**src/rtl/rtc_div.sv**
```systemverilog
// ----------------------------------------------------------------------------
// rtc_div
// Pipelined restoring divider, one quotient bit per stage. The numerator
// must stay below den << Q_W.
// ----------------------------------------------------------------------------
module rtc_div #(
    parameter int NUM_W = 14,
    parameter int DEN_W = 8,
    parameter int Q_W   = 6
) (
    input  logic             clk,
    input  logic             en,
    input  logic [NUM_W-1:0] num,
    input  logic [DEN_W-1:0] den,
    output logic [Q_W-1:0]   quo
);

    localparam int RW = DEN_W + Q_W;

    logic [RW-1:0]    rem_in   [Q_W];
    logic [DEN_W-1:0] den_in   [Q_W];
    logic [Q_W-1:0]   quo_in   [Q_W];
    logic [RW-1:0]    sub      [Q_W];
    logic [RW-1:0]    rem_next [Q_W];
    logic [Q_W-1:0]   quo_next [Q_W];
    logic [RW-1:0]    rem_reg  [Q_W];
    logic [DEN_W-1:0] den_reg  [Q_W];
    logic [Q_W-1:0]   quo_reg  [Q_W];

    always_comb
    begin
        for (int k = 0; k < Q_W; k++)
        begin
            if (k == 0)
            begin
                rem_in[k] = RW'(num);
                den_in[k] = den;
                quo_in[k] = '0;
            end
            else
            begin
                rem_in[k] = rem_reg[k-1];
                den_in[k] = den_reg[k-1];
                quo_in[k] = quo_reg[k-1];
            end
            sub[k] = RW'(den_in[k]) << (Q_W - 1 - k);
            if (rem_in[k] >= sub[k])
            begin
                rem_next[k] = rem_in[k] - sub[k];
                quo_next[k] = quo_in[k] | (Q_W'(1) << (Q_W - 1 - k));
            end
            else
            begin
                rem_next[k] = rem_in[k];
                quo_next[k] = quo_in[k];
            end
        end
    end

    always_ff @(posedge clk)
    begin
        if (en)
        begin
            for (int k = 0; k < Q_W; k++)
            begin
                rem_reg[k] <= rem_next[k];
                den_reg[k] <= den_in[k];
                quo_reg[k] <= quo_next[k];
            end
        end
    end

    assign quo = quo_reg[Q_W-1];

endmodule

```
**config.mk**
```make
export PLATFORM = sky130hd
export DESIGN_NAME = rtc_div
export DESIGN_NICKNAME = d
export VERILOG_FILES = /design/src/rtl/rtc_div.sv
export SDC_FILE = /design/constraint.sdc
export NUM_CORES = 1
export LEC_CHECK = 0
export BUFFER_PORTS_ARGS = -buffer_cell sky130_fd_sc_hd__clkbuf_2
export CAP_MARGIN = 25
export CORE_ASPECT_RATIO = 1.4
export CORE_MARGIN = 2
export CORE_UTILIZATION = 55
export DETAILED_ROUTE_END_ITERATION = 12
export PLACE_DENSITY = 0.75
export SETUP_SLACK_MARGIN = 0.5
export SLEW_MARGIN = 10
export SYNTH_ARGS = -nofsm -noshare
export SYNTH_HDL_FRONTEND = slang
export SYNTH_SLANG_ARGS = --single-unit
```
**constraint.sdc**
```tcl
create_clock -name clk -period 5.09 [get_ports clk]
set_input_delay 0.7635 -clock clk [delete_from_list [all_inputs] [get_ports clk]]
set_output_delay 0.7635 -clock clk [all_outputs]
set_load 0.05 [all_outputs]
```
### Yosys cells after proc, flatten, opt, wreduce, memory -nomap -nowiden

Memory sizes are Yosys's and may differ from the RTL's.
Index checks and enable logic that the tools add are counted.

| storage, ports and cells | value |
|---|---|
| bits in registers | 0 |
| latch bits | 0 |
| RAM bits | 168 |
| memory bits (read-only) | 0 |
| input port bits | 24 |
| word-level logic and storage cells | 29 |
| memories | 3 |

| operators by class | value |
|---|---|
| add/sub/neg operators | 6 |
| multipliers | 0 |
| divide/modulo/power cells | 0 |
| magnitude comparators | 6 |
| equality and inequality tests | 0 |
| shifts and indexed selects | 0 |
| mux-type cells | 14 |
| bitwise logic cells | 0 |
| reductions and logical operators | 0 |

Memories:

| name | words | bits a word | read ports | clocked after Yosys merged registers in | wr ports | RTL line | source |
|---|---|---|---|---|---|---|---|
| rem_reg | 6 | 14 | 5 | 0 | 6 | 26 | `logic [RW-1:0] rem_reg [Q_W];` |
| den_reg | 6 | 8 | 5 | 0 | 6 | 27 | `logic [DEN_W-1:0] den_reg [Q_W];` |
| quo_reg | 6 | 6 | 6 | 0 | 6 | 28 | `logic [Q_W-1:0] quo_reg [Q_W];` |

Operator list:

| operator | count |
|---|---|
| 14-bit two-way mux | 6 |
| 14-bit by 10-bit greater-or-equal comparator with 1-bit output | 1 |
| 14-bit by 11-bit greater-or-equal comparator with 1-bit output | 1 |
| 14-bit by 12-bit greater-or-equal comparator with 1-bit output | 1 |
| 14-bit by 13-bit greater-or-equal comparator with 1-bit output | 1 |
| 14-bit by 8-bit greater-or-equal comparator with 1-bit output | 1 |
| 14-bit by 9-bit greater-or-equal comparator with 1-bit output | 1 |
| 14-bit by 10-bit subtractor with 14-bit output | 1 |
| 14-bit by 11-bit subtractor with 14-bit output | 1 |
| 14-bit by 12-bit subtractor with 14-bit output | 1 |
| 14-bit by 13-bit subtractor with 14-bit output | 1 |
| 14-bit by 8-bit subtractor with 14-bit output | 1 |
| 14-bit by 9-bit subtractor with 14-bit output | 1 |
| 6-bit two-way mux | 1 |
| 5-bit two-way mux | 1 |
| 4-bit two-way mux | 1 |
| 1-bit two-way mux | 3 |
| 3-bit two-way mux | 1 |
| 2-bit two-way mux | 1 |

### Longest topological paths before layout

Gate-level depths: netlist of run 1.
An unclocked memory read counts as a cell.

| depth | value |
|---|---|
| depth after elaboration | 3 |
| depth in mapped cells | 12 |
| mapped depth without buffers | 10 |

### Least setup slack after synthesis of run 1

OpenSTA, ideal clock, no wires.

| timing path | value |
|---|---|
| kind | register to register |
| start point | memory rem_reg[2][2] (netlist name) |
| end point | memory rem_reg[3][9] (netlist name), data pin |
| library setup time | 260 ps |
| arrival time | 2444 ps |
| required time | 4830 ps |
| path slack | 2387 ps |
| cell stages (with the launch flop) | 12 |
| buffers on the path | 2 |
| clock period less this slack | 2703 ps |
| cell sequence | edfxtp_1 -> inv_1 -> ha_1 -> inv_1 -> fa_1 -> a211o_1 -> o211ai_1 -> o21ai_0 -> or3_1 -> buf_2 -> buf_2 -> mux2_2 |

RTL lines:

| element | RTL line |
|---|---|
| from (decl) | 26 |

==> impl_summary.txt, run 1 <==
----------------------------------------------------
[Layout]
  # diodes ... 0
  Fraction of layout cells with a size suffix above 1 ... around 14%
  Nets ... ~670
  Largest register FFs ... 70
  Area delta synth->final ... 13.5%
  Number of inserted filler cells in the final layout ... between 900 and 1k
  Final instance count without filler cells ... around 750

[Routing]
  Total Routed Length ... 11.8 mm
  Via count ... 4282
  Routed length per instance ... between 15 and 20 um
  Via density per instance ... approximately 5.7
  Number of nets with antenna violations after routing ... 0
  DRC Markers ... 0
  1st-iter DRT viols ... between 200 and 250
  Drt first pass iters ... 4

[Global route]
  Via count of the first global-routing pass ... 4498
  Wire length of the first global-routing pass ... between 15 and 20 mm
  All-Layer GR Usage ... a little under a fifth
  Maximum number of pins on one net before global-route repair ... 83
  Number of antenna violations at the first check in global routing ... 0
  Sum of overflow across all layers after global routing ... 0

[Placement]
  Port Buf Inserts ... 29
  Total half-perimeter wirelength after legalization and detailed placement ... 8.66 mm
  Inst Count DP ... between 700 and 800
  Placer congestion estimate ... between 0.9 and 1

[Worst setup path]
  Slowest-stage cell, CP ... nor4_4
  Worst-path cell chain ... inv_1 -> ha_1 -> inv_1 -> fa_1 -> nand3_1 -> a21oi_1 -> or3_1 -> nor4_4 -> inv_1 -> mux2_2
  R2R Setup Slk ... a little over 2 ns
  Most used cell along the critical path ... inv_1
  Worst Path Class, Setup ... reg -> reg
  Nature of the critical path startpoint ... flip-flop
  Required time at the worst-slack endpoint ... between 5 and 6 ns
  Critical R2R Capture ... rem_reg[1][10]$_DFFE_PP_
  Kind of end point of the critical path ... flip-flop
  Startpoint of the most critical setup path ... rem_reg[0][4]$_DFFE_PP_
  Critical-path maximum fanout ... 15
  End of the critical path ... rem_reg[1][10]$_DFFE_PP_
  Longest individual stage delay on the worst path ... between 0.6 and 0.7 ns
  R2r startpoint ... rem_reg[0][4]$_DFFE_PP_
  Worst Path Arrival ... ~3.2 ns
  Worst r2r path cells ... 10

[Synthesis]
  Async set-reset flop share out of synthesis ... 0%
  Cell with the most instances after synthesis ... edfxtp_1
  Synth area leaders ... edfxtp_1 (58%), ha_1 (8.8%), inv_1 (3.3%)
  Synthesized area per cell ... about 12 um^2
  Post-synthesis cell type count ... 53
  Number of register bits inferred by synthesis ... around 130
  Flip-flop cell with the highest count after synthesis ... edfxtp_1
  Total standard cell area after synthesis ... a little under 7000 um^2
  Share of synthesized area occupied by flip-flops and latches ... 57.8%
  Top cells by instance count after synthesis ... edfxtp_1 (131), inv_1 (59), ha_1 (48), o21ai_0 (35)
  Cell count after synthesis ... approximately 550
  Yosys warning count ... 0
  Post-synth EDFFs ... about 130
  Post-Syn Nets ... 624
  Biggest area consumer among synthesized cells ... edfxtp_1
  Share of the synthesized area in the top cell type ... slightly below 60%

[Floorplan]
  Starting density of the core ... around 56%
  Die outline area ... around 13000 um^2
  Io pins ... 30
  Die Span X ... slightly below 100 um
  Num rows ... 48
  Y dimension of the die ... roughly 140 um
  Area of the core region ... between 10000 and 15000 um^2

[Clock network]
  Root buffer selected by CTS ... clkbuf_16
  Total setup buffers inserted after CTS ... 0
  Quantity of gates resized following cts ... 0
  Maximum clock insertion buffer count ... 2
  Clock tree from TritonCTS ... built
  Clock net sink count ... between 100 and 150
  Post-cts hold buffer count ... 0
  TritonCTS Buffers ... 17
  Clock network latency to the later pin of the worst-skew pair ... roughly 0.42 ns
  Clock Pin Slew Worst Setup and Hold Paths ... roughly 0.06 ns
  Number of H-tree levels ... 4

[Power and ir drop]
  Leak pwr ... slightly above 3 nW
  Peak ir drop on the vdd network ... 0.262 mV
  Final total power ... around 3.7 mW
  Power density of the placed cells ... 475 nW/um^2

[STA]
  Worst clock skew ... 0.0109 ns
  Post-route clock period utilization ... between 50% and 60%
  Headroom to the max-slew limit ... roughly 34%
  Minimum clock period ... approximately 3.1 ns
  Setup TNS ... 0 ns
  Upper clock frequency limit ... 328 MHz
  Slew @ Worst Pin ... about 1.0 ns
  Hold Fails Final Rpt ... 0
  Unrepaired setup endpoints after global routing ... no
  Finish-stage setup viols ... 0
  Final count of pins violating max slew ... 0

[Flow run]
  Number of violations of the max-capacitance limit ... 0

[Run status]
  Outcome ... completed

[Min path]
  Number of instances on the worst hold path ... 0
  Tightest Hold Check Type ... reg -> reg

----------------------------------------------------
## through the flow
stage               hold slack [ns]  util, %  instance area (um^2)  setup WS (ns)
floorplan                     0.400        -                  6810           2.39
global placement              0.400     58.3                  7110           2.08
detailed placement            0.405     58.3                  7110           1.97
CTS                           0.419     63.4                  7720           2.04
global route                  0.420     63.4                  7720           1.83
finish                        0.417     63.4                  7720           2.04
## worst max-delay path, delay by kind of cell (launching register included)
family,cells,cell delay (ns)
buffers and inverters,3,0.27
AO/OA/AOI/OAI,1,0.11
multiplexers,1,0.30
AND/OR/NAND/NOR,3,1.19
adder cells (fa/ha/maj),2,0.56
flip-flops,1,0.38
## how the worst min path moves through the flow
stage / slack [ns] / endpoint / start
after global routing: 0.42 / quo_reg[5][5]$_DFFE_PP_ / quo_reg[4][5]$_DFFE_PP_
after global placement: 0.40 / quo_reg[4][5]$_DFFE_PP_ / quo_reg[3][5]$_DFFE_PP_
final: 0.42 / quo_reg[5][4]$_DFFE_PP_ / quo_reg[4][4]$_DFFE_PP_
after floorplan: 0.40 / quo_reg[1][5]$_DFFE_PP_ / quo_reg[0][5]$_DFFE_PP_
after detailed placement: 0.41 / quo_reg[5][1]$_DFFE_PP_ / quo_reg[4][1]$_DFFE_PP_
after CTS: 0.42 / quo_reg[5][5]$_DFFE_PP_ / quo_reg[4][5]$_DFFE_PP_
## cells by family (layout without fill, tap and decap cells)
kind of cell / after synthesis / count (layout) / share of synthesized area [%]
AO/OA/AOI/OAI: 115 / 115 / 10.8
buffers and inverters: 67 / 121 / 3.88
XOR/XNOR: 31 / 31 / 3.99
AND/OR/NAND/NOR: 130 / 130 / 10.0
adder cells (fa/ha/maj): 53 / 53 / 10.3
multiplexers: 20 / 20 / 3.23
flip-flops: 131 / 131 / 57.8
## report_power, final
part           internal, mW  total (mW)  leakage (nW)  switching [mW]
registers              1.44        1.54          1.27           0.101
clock network         0.746        1.24         0.299           0.493
logic                 0.396       0.892          1.55           0.496
total                  2.58        3.67          3.11            1.09
## layer usage
layer / vias up / global-route usage [%] / part of all wire [%]
li1: 2107 / - / -
met1: 2059 / 16.8 / 35
met2: 87 / 37.4 / 58
met3: 29 / 4.08 / 2.3
met4: 0 / 11.3 / 4.7
met5: - / 0 / 0
## cell usage in the layout (no fill, tap or decap), drive strengths merged, types with 5 or more instances in the layout
cell type / instances
clkbuf: 45
xor2: 16
xnor2: 15
o211ai: 5
mux2: 16
nand2b: 13
nor3: 13
a21o: 16
fa: 5
nor4: 5
nand3: 7
o21ai: 35
a21oi: 29
inv: 67
edfxtp: 131
o21a: 7
ha: 48
nand2: 32
nor2: 32
## final cells by class
type	instances	area (um^2)	area share (%)
timing repair buffer	30	155	2.01
sequential	131	3930	50.9
inverter	59	221	2.87
multi-input combinational	349	2610	33.8
clock inverter	15	190	2.46
tap	150	188	2.43
clock buffer	17	425	5.51
(Power assumes the default switching activity.)
==> run 2: changes to the inputs <==
--- a/config.mk
+++ b/config.mk
@@ -11,7 +11,7 @@
 export CORE_MARGIN = 2
 export CORE_UTILIZATION = 55
 export DETAILED_ROUTE_END_ITERATION = 12
-export PLACE_DENSITY = 0.75
+export PLACE_DENSITY = 0.78
 export SETUP_SLACK_MARGIN = 0.5
 export SLEW_MARGIN = 10
 export SYNTH_ARGS = -nofsm -noshare
==> constraint.sdc (replaced) <==
create_clock -name clk -period 2.46 [get_ports clk]
set_input_delay 0.369 -clock clk [delete_from_list [all_inputs] [get_ports clk]]
set_output_delay 0.369 -clock clk [all_outputs]
set_load 0.05 [all_outputs]
==> impl_summary.txt, run 2 (synthesis results as in run 1) <==
----------------------------------------------------
[STA]
  Headroom to the max-slew limit ... 54.9%
  Upper clock frequency limit ... 393 MHz
  Finish-stage setup viols ... 9
  Hold slack final ... 0.147 ns
  Hold Fails Final Rpt ... 0
  Unrepaired setup endpoints after global routing ... yes
  Minimum clock period ... roughly 2.5 ns
  Post-route clock period utilization ... 103%
  Final count of pins violating max slew ... 0
  Setup TNS ... -0.536 ns
  Worst Setup Slack, final ... -0.0817 ns
  Worst clock skew ... 0.00508 ns
  Slew @ Worst Pin ... ~0.67 ns

[Routing]
  Number of nets with antenna violations after routing ... 0
  Total Routed Length ... 15.1 mm
  DRC Markers ... 0
  Drt first pass iters ... 6
  Routed length per instance ... 18.3 um
  Via density per instance ... between 5 and 6
  Via count ... between 4k and 5k
  1st-iter DRT viols ... roughly 210

[Layout]
  Multi-input gate area ... roughly 3200 um^2
  Most frequent cells in the layout ... edfxtp_1 (131), inv_1 (49), buf_4 (48)
  Fraction of layout cells with a size suffix above 1 ... a little under two fifths
  Nets ... 738
  Reg area ... around 3900 um^2
  Final instance count without filler cells ... 824
  # diodes ... 0
  Number of inserted filler cells in the final layout ... a little over 700
  Area delta synth->final ... 32.0%
  Largest register FFs ... 70
  Leading cell type in the layout, fill and taps excluded ... edfxtp_1
  Share of the core filled with cells in the final layout ... about three quarters

[Placement]
  Inst Count DP ... between 700 and 800
  Placer congestion estimate ... slightly below 1
  Total half-perimeter wirelength after legalization and detailed placement ... 9.55 mm
  Port Buf Inserts ... 29

[Power and ir drop]
  Internal power consumption ... roughly 6 mW
  Peak ir drop on the vdd network ... 0.532 mV
  Leak pwr ... about 3.7 nW
  Combinational group share of total power ... 33.2%
  Power density of the placed cells ... around 970 nW/um^2
  Register share of total power ... a little under two fifths
  Switching component of the power ... ~2.7 mW
  Final total power ... 8.67 mW
  Fraction of power consumed by the clock network ... about 30%
  Proportion of total power due to net switching ... around 31%

[Worst setup path]
  Kind of end point of the critical path ... flip-flop
  Slowest-stage cell, CP ... or3_4
  Critical-path maximum fanout ... 6
  Worst Path Arrival ... about 2.7 ns
  Longest individual stage delay on the worst path ... 0.40 ns
  Nature of the critical path startpoint ... flip-flop
  Required time at the worst-slack endpoint ... around 2.6 ns
  Worst Path Class, Setup ... reg -> reg
  Worst-path cell chain ... inv_1 -> ha_2 -> inv_2 -> fa_2 -> a211o_1 -> o211ai_1 -> o21ai_1 -> or3_4 -> buf_6 -> nor2_4 -> a21oi_1

[Flow run]
  Number of violations of the max-capacitance limit ... 0

[Floorplan]
  Y dimension of the die ... about 140 um
  Io pins ... 30
  Starting density of the core ... between 50 and 60%
  Die Span X ... between 90 and 100 um
  Num rows ... between 40 and 50
  Die outline area ... between 10000 and 15000 um^2
  Area of the core region ... ~12000 um^2

[Global route]
  Maximum number of pins on one net before global-route repair ... 45
  Sum of overflow across all layers after global routing ... 0
  Number of antenna violations at the first check in global routing ... 0
  Wire length of the first global-routing pass ... approximately 23 mm
  Via count of the first global-routing pass ... just over 5k
  All-Layer GR Usage ... 21.9%

[Min path]
  Tightest Hold Check Type ... in -> reg

[Clock network]
  Clock Pin Slew Worst Setup and Hold Paths ... around 0.060 ns
  Clock tree from TritonCTS ... built
  Maximum clock insertion buffer count ... 2
  Number of H-tree levels ... 4
  TritonCTS Buffers ... 17
  Post-cts hold buffer count ... 0
  Clock net sink count ... around 130
  Root buffer selected by CTS ... clkbuf_16
  Clock network latency to the later pin of the worst-skew pair ... between 0.4 and 0.5 ns

[Run status]
  Violated checks ... setup timing
  Outcome ... finished, violations left

----------------------------------------------------
run 2: changes by cell type in the layout (fill, tap and decap cells not counted), moves of 7 or more:
cell     previous run  this run
buf_4               2        48
buf_6               0        22
o21ai_0            35        13
o21ai_2             0        18
mux2_2             16         5
mux2_4              0        11
ha_1               48        38
inv_1              59        49
nand2_1            32        22
a21oi_1            29        20
a21oi_2             0         9
nor2_1             32        23
inv_2               0         7
run 2: metrics by stage:
stage | instance area (um^2) | setup slack (ns)
4_1_cts | 8550 | -0.0598
5_1_grt | 8980 | -0.163
6_report | 8980 | -0.0817
3_3_place_gp | 7540 | -0.0825
3_5_place_dp | 7540 | -0.178
2_1_floorplan | 7030 | -0.115
run 2: worst max-delay path, delay by kind of cell (launching register included):
family	cells	cell delay, ns
AO/OA/AOI/OAI	4	0.61
adder cells (fa/ha/maj)	2	0.52
buffers and inverters	3	0.28
flip-flops	1	0.39
AND/OR/NAND/NOR	2	0.50
run 2: routing by layer:
metal | track usage [%] | vias to the layer above | share of wire [%] | wire length [um]
met2 | 44.6 | 139 | 59 | 8890
li1 | - | 2257 | - | -
met4 | 14.9 | 0 | 5.3 | 805
met1 | 18.2 | 2319 | 33 | 4970
met5 | 0 | - | 0 | 0
met3 | 4.44 | 48 | 2.8 | 422
run 2: final timing paths:
check / from / end / slack, ns / depth (start not counted)
setup / recovery: rem_reg[2][2]$_DFFE_PP_ / rem_reg[3][2]$_DFFE_PP_ / -0.08 / 11
hold / removal: num[1] / rem_reg[0][1]$_DFFE_PP_ / 0.15 / 1
setup reg to reg: rem_reg[2][2]$_DFFE_PP_ / rem_reg[3][2]$_DFFE_PP_ / -0.08 / 11
hold reg to reg: quo_reg[1][5]$_DFFE_PP_ / quo_reg[2][5]$_DFFE_PP_ / 0.42 / 0
run 2: layout make-up:
| class | count | share of cell area [%] |
|---|---|---|
| Inverter | 59 | 2.58 |
| Sequential cell | 131 | 43.8 |
| Multi-Input combinational cell | 350 | 35.6 |
| Tap cell | 150 | 2.09 |
| Clock buffer | 17 | 4.73 |
| Clock inverter | 15 | 2.05 |
| Timing Repair Buffer | 102 | 9.16 |
run 2: repair_timing:
item / 4_1_cts / 5_1_grt
resized for setup: 62 / 70
cloned: 1 / 1
pin swaps: 22 / 25
setup endpoints to repair: 51 / 57
setup buffers: 22 / 19
run 2: power groups by stage:
stage                     Sequential, mW  Clock, mW  Combinational (mW)
after floorplan                     3.19          0                1.55
after global placement              3.20          0                2.01
after detailed placement            3.23          0                2.13
after CTS                           3.20       2.60                2.46
after global routing                3.26       2.70                3.10
final                               3.23       2.56                2.88
==> run 3: changes to the inputs <==
--- a/config.mk
+++ b/config.mk
@@ -5,13 +5,13 @@
 export SDC_FILE = /design/constraint.sdc
 export NUM_CORES = 1
 export LEC_CHECK = 0
-export BUFFER_PORTS_ARGS = -buffer_cell sky130_fd_sc_hd__clkbuf_2
 export CAP_MARGIN = 25
 export CORE_ASPECT_RATIO = 1.4
 export CORE_MARGIN = 2
 export CORE_UTILIZATION = 55
 export DETAILED_ROUTE_END_ITERATION = 12
-export PLACE_DENSITY = 0.78
+export DONT_BUFFER_PORTS = 1
+export PLACE_DENSITY = 0.73
 export SETUP_SLACK_MARGIN = 0.5
 export SLEW_MARGIN = 10
 export SYNTH_ARGS = -nofsm -noshare
==> constraint.sdc (replaced) <==
create_clock -name clk -period 2.5 [get_ports clk]
set_input_delay 0.375 -clock clk [delete_from_list [all_inputs] [get_ports clk]]
set_output_delay 0.375 -clock clk [all_outputs]
set_load 0.05 [all_outputs]
==> impl_summary.txt, run 3 (synthesis results as in run 1) <==
----------------------------------------------------
[Layout]
  Nets ... 715
  Multi-input gate area ... 3170 um^2
  Number of inserted filler cells in the final layout ... roughly 800
  Area delta synth->final ... 28.4%
  # diodes ... 0
  Most frequent cells in the layout ... edfxtp_1 (131), buf_4 (61), inv_1 (49)
  Reg area ... between 3000 and 4000 um^2
  Fraction of layout cells with a size suffix above 1 ... 35.8%
  Largest register FFs ... 70
  Leading cell type in the layout, fill and taps excluded ... edfxtp_1

[STA]
  Headroom to the max-slew limit ... 61.9%
  Post-route clock period utilization ... just under 100%
  Hold Fails Final Rpt ... 0
  Finish-stage setup viols ... 0
  Unrepaired setup endpoints after global routing ... yes
  Minimum clock period ... between 2 and 2.5 ns
  Slew @ Worst Pin ... 0.567 ns
  Worst clock skew ... about 0.0090 ns
  Worst Setup Slack, final ... about 0.014 ns
  Upper clock frequency limit ... approximately 400 MHz
  Final count of pins violating max slew ... 0

[Placement]
  Setup slack after placement ... -0.111 ns
  Total half-perimeter wirelength after legalization and detailed placement ... 9.63 mm
  Port Buf Inserts ... 0
  Placer congestion estimate ... about 0.86

[Flow run]
  Number of violations of the max-capacitance limit ... 0

[Clock network]
  TritonCTS Buffers ... 17
  Post-cts hold buffer count ... 0
  Clock net sink count ... 131
  Clock tree from TritonCTS ... built
  Clock network latency to the later pin of the worst-skew pair ... roughly 0.43 ns
  Root buffer selected by CTS ... clkbuf_16
  Clock Pin Slew Worst Setup and Hold Paths ... approximately 0.070 ns
  Number of H-tree levels ... 4
  Maximum clock insertion buffer count ... 2

[Worst setup path]
  Cell family contributing the most delay on the critical path ... compound AO/OA/AOI/OAI gates
  Startpoint of the most critical setup path ... rem_reg[2][2]$_DFFE_PP_
  Nature of the critical path startpoint ... flip-flop
  Kind of end point of the critical path ... flip-flop
  Slowest-stage cell, CP ... or3_4
  R2R Setup Slk ... around 0.014 ns
  Worst Path Arrival ... roughly 2.7 ns
  Required time at the worst-slack endpoint ... about 2.7 ns
  R2r startpoint ... rem_reg[2][2]$_DFFE_PP_
  Longest individual stage delay on the worst path ... 0.41 ns
  Worst-path cell chain ... inv_1 -> ha_2 -> inv_2 -> fa_2 -> a211o_1 -> o211ai_1 -> o21ai_1 -> or3_4 -> mux2_4
  Worst Path Class, Setup ... reg -> reg
  Buffers and inverters on the worst path ... 2
  Critical-path maximum fanout ... 6

[Floorplan]
  Y dimension of the die ... 136 um
  Num rows ... between 40 and 50
  Starting density of the core ... between 50% and 60%
  Io pins ... 30
  Die Span X ... 98.0 um
  Area of the core region ... about 12000 um^2
  Die outline area ... ~13000 um^2

[Routing]
  Routed length per instance ... around 19 um
  Drt first pass iters ... 5
  Total Routed Length ... between 15 and 20 mm
  DRC Markers ... 0
  1st-iter DRT viols ... about 180
  Via count ... 4606
  Via density per instance ... approximately 5.8
  Number of nets with antenna violations after routing ... 0

[Global route]
  All-Layer GR Usage ... between 20 and 25%
  Via count of the first global-routing pass ... 4982
  Number of antenna violations at the first check in global routing ... 0
  Maximum number of pins on one net before global-route repair ... ~130
  Sum of overflow across all layers after global routing ... 0
  Wire length of the first global-routing pass ... between 20 and 25 mm

[Power and ir drop]
  Power density of the placed cells ... roughly 950 nW/um^2
  Leak pwr ... 3.44 nW
  Final total power ... approximately 8.3 mW
  Peak ir drop on the vdd network ... 0.676 mV

[Min path]
  Tightest Hold Check Type ... in -> reg
  Startpoint of the worst hold path ... den[7]

[Run status]
  Outcome ... completed

----------------------------------------------------
[run 3: per-layer routing]
layer  track usage [%]  share of wire [%]
met1              20.2                 32
met2              48.3                 60
met3              3.66                2.6
met4              13.1                4.8
met5                 0                  0
[run 3: what timing repair did]
action | in CTS | in global routing
buffers inserted | 34 | 13
setup endpoints to repair | 51 | 59
pin swaps | 24 | 27
cloned | 1 | 1
gates resized for setup | 68 | 58
[run 3: worst paths after layout]
| check | endpoint | cells past startpoint |
|---|---|---|
| worst max register to register | rem_reg[3][5]$_DFFE_PP_ | 9 |
| worst min register to register | quo_reg[5][4]$_DFFE_PP_ | 0 |
| worst max-delay path | rem_reg[3][5]$_DFFE_PP_ | 9 |
| worst min-delay path | den_reg[0][7]$_DFFE_PP_ | 0 |
[run 3: power by group]
group / internal (mW) / total [mW] / switching, mW / leakage [nW]
Combinational: 1.42 / 2.77 / 1.35 / 1.90
Clock: 1.31 / 2.39 / 1.07 / 0.271
Sequential: 2.93 / 3.19 / 0.255 / 1.27
Total: 5.67 / 8.34 / 2.67 / 3.44
[run 3: area by class of cell]
type,count,share of cell area [%]
flip-flops and latches,131,45.0
multi-input cells,350,36.3
repair buffers,79,7.60
clock buffers,17,4.86
inverters,59,2.53
well taps,150,2.15
clock inverters,15,1.62
[run 3: metrics by stage]
stage | setup TNS [ns] | hold WS, ns | instance area (um^2) | util [%] | cells
2_1_floorplan | -0.0746 | 0.400 | 6970 | - | 547
3_3_place_gp | -0.105 | 0.401 | 7310 | 60.0 | 720
3_5_place_dp | -0.377 | 0.405 | 7310 | 60.0 | 720
4_1_cts | 0 | 0.0311 | 8400 | 68.9 | 787
5_1_grt | -0.650 | 0.0237 | 8740 | 71.7 | 801
6_report | 0 | 0.0399 | 8740 | 71.7 | 801
[run 3: worst reg2reg max path, delay by kind of cell, from the launching register on]
kind                     cells  cell delay [ns]
adder cells (fa/ha/maj)      2             0.50
AND/OR/NAND/NOR              1             0.41
AO/OA/AOI/OAI                3             0.53
flip-flops                   1             0.38
buffers and inverters        2             0.11
multiplexers                 1             0.31
